### config.mk
export PLATFORM = sky130hd
export DESIGN_NAME = lzdw_queue
export DESIGN_NICKNAME = d
export VERILOG_FILES = /design/src/rtl/lzdw_pkg.sv /design/src/rtl/lzdw_queue.sv
export SDC_FILE = /design/constraint.sdc
export NUM_CORES = 1
export LEC_CHECK = 0
export BUFFER_PORTS_ARGS = -buffer_cell sky130_fd_sc_hd__buf_4
export CORE_UTILIZATION = 40
export CTS_BUF_LIST = sky130_fd_sc_hd__clkbuf_16
export CTS_CLUSTER_SIZE = 25
export DETAILED_ROUTE_END_ITERATION = 12
export GPL_TIMING_DRIVEN = 0
export SETUP_SLACK_MARGIN = 0.02
export SYNTH_ARGS = -nofsm -noshare
export SYNTH_HDL_FRONTEND = slang
export SYNTH_SLANG_ARGS = --single-unit
### constraint.sdc
create_clock -name clk -period 1.9 [get_ports clk]
set_clock_uncertainty 0.1 [all_clocks]
set_input_delay 0.38 -clock clk [delete_from_list [all_inputs] [get_ports clk]]
set_output_delay 0.38 -clock clk [all_outputs]
set_load 0.02 [all_outputs]
### src/rtl/lzdw_pkg.sv
// Shared types and constants for the LZSS window decompressor.
package lzdw_pkg;

  localparam int WINDOW_BITS = 13;
  localparam int WIN_DEPTH   = 1 << WINDOW_BITS;
  localparam int LEN_BITS    = 3;
  // The copy length is the length code plus three, so the final index is code plus two.
  localparam logic [3:0] LAST_INDEX_BIAS = 4'd2;

  typedef struct packed {
    logic                   lit;
    logic [7:0]             lit_byte;
    logic [WINDOW_BITS-1:0] pos;
    logic [LEN_BITS-1:0]    len_code;
  } cmd_t;

endpackage

### src/rtl/lzdw_queue.sv
// Small command queue between the parser and the copy engine.
module lzdw_queue #(
  parameter int DEPTH = 4
) (
  input  logic           clk,
  input  logic           rst,
  input  logic           push,
  input  lzdw_pkg::cmd_t push_cmd,
  output logic           full,
  output logic           head_valid,
  output lzdw_pkg::cmd_t head_cmd,
  input  logic           pop
);

  localparam int PTR_W = (DEPTH > 1) ? $clog2(DEPTH) : 1;
  localparam int CNT_W = $clog2(DEPTH + 1);

  lzdw_pkg::cmd_t entries [DEPTH];
  logic [PTR_W-1:0] wr_ptr;
  logic [PTR_W-1:0] rd_ptr;
  logic [CNT_W-1:0] count;

  assign full       = (count == CNT_W'(DEPTH));
  assign head_valid = (count != '0);
  assign head_cmd   = entries[rd_ptr];

  always_ff @(posedge clk) begin
    if (push) begin
      entries[wr_ptr] <= push_cmd;
    end
  end

  always_ff @(posedge clk) begin
    if (rst) begin
      wr_ptr <= '0;
      rd_ptr <= '0;
      count  <= '0;
    end else begin
      if (push) begin
        wr_ptr <= (wr_ptr == PTR_W'(DEPTH - 1)) ? '0 : wr_ptr + 1'b1;
      end
      if (pop) begin
        rd_ptr <= (rd_ptr == PTR_W'(DEPTH - 1)) ? '0 : rd_ptr + 1'b1;
      end
      if (push && !pop) begin
        count <= count + 1'b1;
      end else if (pop && !push) begin
        count <= count - 1'b1;
      end
    end
  end

endmodule

==> flow_summary_export.csv <==
group,metric,value,unit
worst_setup_path,cp_max_fo,8,
grt,grt_pass1_vias,1940,
routing,avgRoutedWirePerCell,17.1,um
synthesis,synth_top_family_by_area,"multiplexers",
synthesis,synth_xor_area_share,0.428,%
synthesis,syn_area_per_cell,23.4,sq um
clocking,cts_root_buffer,"clkbuf_16",
synthesis,ys_ff_latch,109,
final_layout,final_core_util,52.2,%
placement,placed_cell_area,4670,sq um
sta,worst_slack,-0.206,ns
die,start_util,41.5,%
synthesis,ys_types,19,
sta,slew_headroom,52.2,%
die,core,9860,sq um
grt,antenna_found_initial,0,
die,rows,36,
run,cap_violations,0,
synthesis,ys_seq_area_share,77.8,%
synthesis,synth-simple-area-share,1.93,%
grt,grt_util_all_layers,13.6,%
sta,rsz0062_at_grt,"true",
synthesis,ys_warn_count,0,
synthesis,synth_area_leaders,"edfxtp_1, mux4_2, dfxtp_1",
synthesis,synth-compound-area-share,0.367,%
synthesis,yosysTopAreaCell,"edfxtp_1",
clocking,clockBufferDepth,2,
worst_setup_path,cp_slowest_cell,"mux4_2",
run_status,violations,"negative setup slack",
synthesis,syn_nets,211,
clocking,cts_buffers,9,
clocking,htreeDepth,3,
final_layout,final_area,5150,sq um
sta,period_share,111,%
clocking,insertion_delay,0.34,ns
worst_setup_path,cp.required,1.42,ns
grt,overflow,0,
placement,dpl.hpwl,3970,um
die,die_y,103,um
worst_setup_path,start_kind,"flop",
routing,drtIter0Drc,43,
sta,worst_pin_slew,0.716,ns
pwr,powerDensity,1030,nW/um^2
synthesis,synth_cells,175,
worst_setup_path,end_kind,"output pin",
final_layout,drive_gt1_share,44.4,%
die,die_w,103,um
final_layout,layout.nets,283,
final_layout,finalNonFillerCells,385,
sta,finalMaxSlewViolations,0,
synthesis,async_reset_ff_share,0,%
routing,vias,1851,
routing,via_per_inst,4.81,
clocking,path_clk_slew,0.07,ns
worst_setup_path,path_cells,"buf_12 > clkbuf_16 > mux4_2 > buf_6",
pwr,p_leak,1.80,nW
sta,finalSetupViolations,25,
run_status,outcome,"finished, violations left",
sta,fmax,475,MHz
sta,fin_crit,2.11,ns
routing,drc,0,
clocking,cts_tree,"done",
final_layout,area_growth,25.7,%
pwr,peakVddDrop,464,uV
sta,hold_viol_final,0,
worst_setup_path,worstPathArrival,1.63,ns
final_layout,fill_cells,786,
die,pin_count,56,
synthesis,synthTopCellsByCount,"edfxtp_1, mux4_2, dfxtp_1, nor2_1, ha_1",
pwr,finalPower,0.00531,W
placement,dp.cells,363,
synthesis,ys.flop_type,"edfxtp_1",
synthesis,synth.most_common_cell,"edfxtp_1",
grt,grt_max_degree,26,
final_layout,n_antenna_cell,0,
die,dieArea,10600,sq um
synthesis,synth_edf_count,100,
sta,fin_setup_tns,-4.72,ns
routing,ant_nets,0,
routing,wl,6570,um
routing,first_pass_iters,4,
worst_setup_path,critPathMaxStageDelay,0.50,ns
placement,io_buffers,55,
clocking,cts_sinks,109,
clocking,cts_hold_buffers,0,
worst_setup_path,worstSetupPathType,"reg2out",
synthesis,syn_area,4090,sq um
placement,place.gp.congestion,0.634,
grt,grt_pass1_wl,10200,um
hold_path,hold_class,"in2reg",
synthesis,yosys.area_share.adder,2.32,%
synthesis,muxShareOfSynthArea,15.2,%
synthesis,synth.top_cell.area_share,73.4,%
-- where the power goes --
part           internal (W)  switching (W)  leakage, nW  total (W)
Sequential          0.00274      0.0000387        0.993    0.00278
Clock               0.00103       0.000810        0.148    0.00184
Combinational      0.000362       0.000332        0.659   0.000694
Total               0.00413        0.00118         1.80    0.00531
-- kinds of logic after synthesis --
kind of cell	Yosys count
AO/OA/AOI/OAI	3
XOR/XNOR	2
buffers and inverters	10
flip-flops	109
adder cells (fa/ha/maj)	7
multiplexers	29
AND/OR/NAND/NOR	15
-- metal layers --
layer / wire [um] / GRT usage [%]
met5: 0 / 0
met4: 120 / 6.50
met3: 283 / 3.80
met2: 3380 / 22.7
met1: 2790 / 16.5
-- flip-flops by register name, indices dropped and copies added (netlist names), named ones only --
name,cells
count,3
entries,100
rd_ptr,2
wr_ptr,2
-- final timing paths --
kind | start | end | slack [ns] | depth (start not counted)
hold reg to reg | count[2] | count[2] | 0.40 | 2
setup reg to reg | wr_ptr[0] | entries[3][9] | 0.22 | 2
hold / removal | push_cmd[13] | entries[0][13] | 0.14 | 1
setup / recovery | flop | head_cmd[19] | -0.21 | 4
-- what timing repair did --
| action | CTS | global route |
|---|---|---|
| setup endpoints to repair | 125 | 25 |
| resized for setup | 37 | 2 |
| gates cloned | 0 | 2 |
| endpoints found under the hold margin | 0 | 0 |
| buffers inserted | 4 | 0 |
-- stage by stage --
stage          hold WS [ns]  worst slack, ns
3_3_place_gp          0.380           -0.232
6_report              0.136           -0.206
3_5_place_dp          0.394           -0.298
5_1_grt               0.129           -0.252
2_1_floorplan         0.349            0.158
4_1_cts               0.125           -0.232
-- cell usage in the layout (no fill, tap or decap) --
cell       count
o21ai_0        1
dfxtp_2        1
bufinv_16      1
nor2_1         7
clkinv_4       2
edfxtp_1     100
clkbuf_16     11
xor2_1         2
inv_6          2
or3_1          2
dfxtp_1        8
clkinv_2       1
a21oi_1        2
clkbuf_2       1
nor3b_1        2
buf_6         25
fa_1           1
clkinv_1       1
mux4_2        25
buf_4         36
inv_1          4
mux2i_1        4
ha_1           6
buf_12         3
and2_2         4
-- critical path: cells and delay by family, from the launching register on --
kind	cells	cell delay, ns
multiplexers	1	0.50
buffers and inverters	3	0.44
flip-flops	1	0.34
-- final cells by class --
type / count / area (sq um) / share of cell area [%]
Buffer: 6 / 80.1 / 1.56
Clock buffer: 9 / 225 / 4.38
Clock inverter: 7 / 73.8 / 1.43
Inverter: 4 / 15.0 / 0.292
Multi-Input combinational cell: 56 / 815 / 15.8
Sequential cell: 109 / 3180 / 61.9
Tap cell: 133 / 166 / 3.23
Timing Repair Buffer: 61 / 587 / 11.4
No activity file was read; power rests on OpenSTA's default activity.
