[src/rtl/lzdw_pkg.sv]
// Shared types and constants for the LZSS window decompressor.
package lzdw_pkg;

  localparam int WINDOW_BITS = 13;
  localparam int WIN_DEPTH   = 1 << WINDOW_BITS;
  localparam int LEN_BITS    = 3;
  // The copy length is the length code plus three, so the final index is code plus two.
  localparam logic [3:0] LAST_INDEX_BIAS = 4'd2;

  typedef struct packed {
    logic                   lit;
    logic [7:0]             lit_byte;
    logic [WINDOW_BITS-1:0] pos;
    logic [LEN_BITS-1:0]    len_code;
  } cmd_t;

endpackage

[src/rtl/lzdw_if.sv]
// Stream interfaces for the compressed input and the decompressed output.
interface lzdw_in_if;
  logic       valid;
  logic       ready;
  logic [7:0] in_byte;

  modport source (output valid, output in_byte, input ready);
  modport sink (input valid, input in_byte, output ready);
endinterface


[src/rtl/lzdw_front.sv]
// Front end: parses flag bytes and command words into literal and copy commands.
module lzdw_front (
  input  logic          clk,
  input  logic          rst,
  lzdw_in_if.sink       upstream,
  input  logic          clearing,
  input  logic          queue_full,
  output logic          push,
  output lzdw_pkg::cmd_t push_cmd
);

  typedef enum logic [1:0] {
    PH_FLAG,
    PH_ITEM,
    PH_CMD2
  } phase_t;

  phase_t     phase;
  logic [8:0] flag_shift;
  logic [8:0] flag_shift_next;
  logic [7:0] first_command_byte;
  logic       accept;

  assign upstream.ready  = !clearing && !queue_full;
  assign accept          = upstream.valid && upstream.ready;
  assign flag_shift_next = {1'b0, flag_shift[8:1]};

  always_comb begin
    push              = 1'b0;
    push_cmd.lit      = 1'b0;
    push_cmd.lit_byte = upstream.in_byte;
    push_cmd.pos      = {upstream.in_byte[4:0], first_command_byte};
    push_cmd.len_code = upstream.in_byte[7:5];
    if (accept) begin
      unique case (phase)
        PH_ITEM: begin
          if (flag_shift[0]) begin
            push         = 1'b1;
            push_cmd.lit = 1'b1;
          end
        end
        PH_CMD2: push = 1'b1;
        default: push = 1'b0;
      endcase
    end
  end

  always_ff @(posedge clk) begin
    if (rst) begin
      phase              <= PH_FLAG;
      flag_shift         <= '0;
      first_command_byte <= '0;
    end else if (accept) begin
      unique case (phase)
        PH_ITEM: begin
          if (flag_shift[0]) begin
            flag_shift <= flag_shift_next;
            phase      <= (flag_shift_next <= 9'd1) ? PH_FLAG : PH_ITEM;
          end else begin
            first_command_byte <= upstream.in_byte;
            phase              <= PH_CMD2;
          end
        end
        PH_CMD2: begin
          flag_shift <= flag_shift_next;
          phase      <= (flag_shift_next <= 9'd1) ? PH_FLAG : PH_ITEM;
        end
        default: begin
          flag_shift <= {1'b1, upstream.in_byte};
          phase      <= PH_ITEM;
        end
      endcase
    end
  end

endmodule

[src/flat_wrapper.sv]
// flat-port wrapper written by rule: the top's interface ports become plain ports
module lzdw_front_flat 
  (clk, rst, clearing, queue_full, push, push_cmd, upstream_valid, upstream_in_byte, upstream_ready);
  lzdw_in_if upstream_i ();
  input  logic clk;
  input  logic rst;
  input  logic clearing;
  input  logic queue_full;
  output logic push;
  output lzdw_pkg::cmd_t push_cmd;
  input wire logic [$bits(upstream_i.valid)-1:0] upstream_valid;
  input wire logic [$bits(upstream_i.in_byte)-1:0] upstream_in_byte;
  output wire logic [$bits(upstream_i.ready)-1:0] upstream_ready;
  assign upstream_i.valid = upstream_valid;
  assign upstream_i.in_byte = upstream_in_byte;
  assign upstream_ready = upstream_i.ready;
  lzdw_front u_core (.clk(clk), .rst(rst), .upstream(upstream_i), .clearing(clearing), .queue_full(queue_full), .push(push), .push_cmd(push_cmd));
endmodule
[config.mk]
export PLATFORM = sky130hd
export DESIGN_NAME = lzdw_front_flat
export DESIGN_NICKNAME = d
export VERILOG_FILES = /design/src/rtl/lzdw_pkg.sv /design/src/rtl/lzdw_if.sv /design/src/rtl/lzdw_front.sv /design/src/flat_wrapper.sv
export SDC_FILE = /design/constraint.sdc
export NUM_CORES = 1
export LEC_CHECK = 0
export ABC_AREA = 1
export BUFFER_PORTS_ARGS = -buffer_cell sky130_fd_sc_hd__buf_2
export CORE_MARGIN = 10
export CORE_UTILIZATION = 40
export CTS_CLUSTER_DIAMETER = 40
export CTS_CLUSTER_SIZE = 25
export DETAILED_ROUTE_END_ITERATION = 7
export PLACE_DENSITY = 0.66
export REMOVE_ABC_BUFFERS = 1
export SETUP_SLACK_MARGIN = 0.2
export SYNTH_ARGS = -nofsm -noshare
export SYNTH_HDL_FRONTEND = slang
export SYNTH_SLANG_ARGS = --single-unit
[constraint.sdc]
create_clock -name clk -period 3.5 [get_ports clk]
set_clock_uncertainty 0.2 [all_clocks]
set_input_delay 0.175 -clock clk [delete_from_list [all_inputs] [get_ports clk]]
set_output_delay 0.175 -clock clk [all_outputs]
set_load 0.01 [all_outputs]
==> key figures <==
Die
  • Starting density of the core: 42.17%
  • # rows: 18
  • Die area: 5056 um2
  • # IOs: 40
  • Core box area: 2477 um2
  • Die width: 71.11 um
  • Chip height: 71.11 um

Route
  • Total wire length: 2.626 mm
  • Residual DRC count: 0
  • Vias: 988
  • DR iter-0 viols: 35
  • Pre-antenna DRT Iters: 4
  • Detail Route Antenna Nets: 0
  • DR vias/cell: 4.638
  • Routed wire per std cell: 12.33 um

Layout
  • Antenna diodes: 0
  • Share of cells above drive strength 1: 27.87%
  • Fin util: 51.06%
  • Fillcell total: 268
  • Syn-to-layout area delta: 21.08%
  • Nets: 199

Global route
  • First-pass GRT wire length: 4.471 mm
  • Vias in the first global route: 1004
  • Tot GR Track Use: 10.57%
  • Largest net degree at the start of global routing: 13
  • Initial antenna violation count: 0
  • Global route overflow: 0

Worst setup path
  • R2r setup slk: 1780 ps
  • RR Endpoint: u_core.flag_shift[7]$_SDFFE_PP0P_
  • Crit path launch type: register
  • CP Max Fanout: 12
  • Worst reg-to-reg path cell count: 7
  • Worst setup EP type: output port
  • Kind of critical path: register to output port
  • R2R Path Start: u_core.phase[0]$_SDFFE_PP0P_
  • CP Data Arrival Time: 1630 ps
  • Worst Path Required: 3120 ps

Yosys
  • Sequential area share after synthesis: 36.41%
  • Proportion of synthesized area in mux cells: 0%
  • Largest family of logic cells by synthesized area: simple AND/OR/NAND/NOR gates
  • Yosys cell types: 17
  • Simple-gate share of the synthesized area: 33.77%
  • Avg Cell Area, Syn: 7.012 um2
  • Instance count of the mapped netlist: 149
  • XOR/XNOR Fraction of Synth Area: 0%
  • Compound-Gate Fraction of Synth Area: 10.06%
  • Flops & latches, synth: 19
  • Cell Area, Synth: 1045 um2
  • Synthesis Warnings: 0
  • Post-Synth Adder-Cell Area: 2.395%

CTS
  • Worst-skew pair later-pin latency: 300 ps
  • Sink Count: 19
  • CTS buffer count: 3
  • Clk root buf: clkbuf_4
  • Clock tree buffer depth: 2
  • CTS tree: yes
  • Clock transition at the registers of the reported paths: 100 ps
  • CTS H-tree lvls: 1
  • Post-CTS sizing: 0

Min path
  • Worst Hold Path Cells: 5
  • HP Class: input port to register
  • Worst Hold End: u_core.flag_shift[0]$_SDFFE_PP0P_
  • Hold path start: upstream_valid

STA
  • Final Hold Fails: 0
  • Setup violations, final: 0
  • Final Max Tran Viols: 0
  • Highest clock rate: 498.5 MHz
  • Final worst slack: 1494 ps
  • RSZ-0062 raised after global routing: no
  • Setup TNS: 0 ps
  • Actual slew at the worst max-slew pin: 347.0 ps
  • Final Cycle Share: 57.31%
  • Slew margin rel.: 76.87%
  • Final min period: 2006 ps

Power and ir drop
  • PD cells: 322.6 nW/um2
  • Peak VDD IR: 0.0002596 V
  • Leakage: 0.6458 nW

Placement
  • Port Buffers: 39
  • Final HPWL DP: 2.049 mm
  • GPL Wtd Cong: 0.7636
  • Setup slack after placement: 1791 ps

Job
  • Maxcap violations: 0

Run status
  • Status: finished, final reports clean
synth_stat cells (all sizes together):
| master | instances | area (um2) |
|---|---|---|
| a21oi | 12 | 60.06 |
| buf | 17 | 125.1 |
| clkbuf | 1 | 3.750 |
| dfxtp | 19 | 380.4 |
| ha | 2 | 25.02 |
| inv | 14 | 52.55 |
| nand2 | 39 | 156.4 |
| nand3 | 9 | 45.04 |
| nand4 | 1 | 6.260 |
| nor2 | 26 | 145.1 |
| o21ai | 9 | 45.04 |
flip-flops by register name (all words and copies together), names as in the netlist:
name                       flops
u_core.flag_shift              9
u_core.first_command_byte      8
u_core.phase                   2
worst max-delay path: stages (launching register included):
cell and delay, ps:
dfxtp_1 370, inv_1 50, ha_1 440, a21oi_1 220, inv_1 60, nor2_1 70, buf_2 130
metrics by stage:
stage,hold slack [ps],total power [mW],cells,instance area [um2]
floorplan,44.07,0.2582,131,915.9
global placement,244.7,0.2943,200,1149
detailed placement,256.0,0.2957,200,1149
CTS,62.49,0.4135,213,1265
global route,113.0,0.4297,213,1265
finish,68.91,0.4081,213,1265
cell families (layout without fill, tap and decap cells):
| group | count (synthesis) | in the layout |
|---|---|---|
| simple gates | 75 | 75 |
| buf+inv | 32 | 66 |
| compound gates | 21 | 21 |
| flops | 19 | 19 |
| fa+ha+maj | 2 | 2 |
per-layer routing:
| metal | global-route usage [%] | part of all wire, % | vias up |
|---|---|---|---|
| li1 | - | - | 517 |
| met1 | 11.46 | 43 | 436 |
| met2 | 17.80 | 47 | 30 |
| met3 | 4.603 | 8.5 | 5 |
| met4 | 3.871 | 1.5 | 0 |
| met5 | 0 | 0 | - |
worst max-delay path by stage:
stage / from / to / slack (ps) / cells past startpoint
floorplan: u_core.phase[0]$_SDFFE_PP0P_ / push / 1970 / 5
global placement: u_core.phase[0]$_SDFFE_PP0P_ / push / 1870 / 6
detailed placement: u_core.phase[0]$_SDFFE_PP0P_ / u_core.flag_shift[7]$_SDFFE_PP0P_ / 1790 / 7
CTS: u_core.phase[0]$_SDFFE_PP0P_ / push / 1480 / 6
global route: u_core.phase[0]$_SDFFE_PP0P_ / push / 1330 / 6
finish: u_core.phase[0]$_SDFFE_PP0P_ / push / 1490 / 6
placed cells by master, fill, tap and decap left out:
cell type,instances
buf_2,39
nand2_1,37
nor2_1,22
dfxtp_1,19
a21oi_1,12
inv_1,11
o21ai_0,9
nand3_1,9
dlygate4sd3_1,9
inv_2,3
clkbuf_4,3
nor2_4,2
nor2_8,2
ha_1,2
nand2_4,1
nand2_2,1
nand4_1,1
clkbuf_1,1
area by class of cell:
type / count / area [um2] / share of cell area [%]
Tap cell: 30 / 37.54 / 2.967
Timing Repair Buffer: 48 / 285.3 / 22.55
Inverter: 14 / 52.55 / 4.154
Multi-Input combinational cell: 98 / 483.0 / 38.18
Sequential cell: 19 / 380.4 / 30.07
Clock buffer: 4 / 26.28 / 2.077
power by group:
group | internal (mW) | switching [mW] | total, mW | leakage (nW)
logic | 0.0302 | 0.0418 | 0.0721 | 0.477
clock network | 0.0444 | 0.0661 | 0.111 | 0.0150
registers | 0.222 | 0.00388 | 0.225 | 0.154
total | 0.296 | 0.112 | 0.408 | 0.646
timing repair:
item / in CTS / in global routing
hold endpoints to repair: 17 / 0
hold buffers: 9 / 0
setup buffers: 0 / 0
No activity file was read; power rests on OpenSTA's default activity.
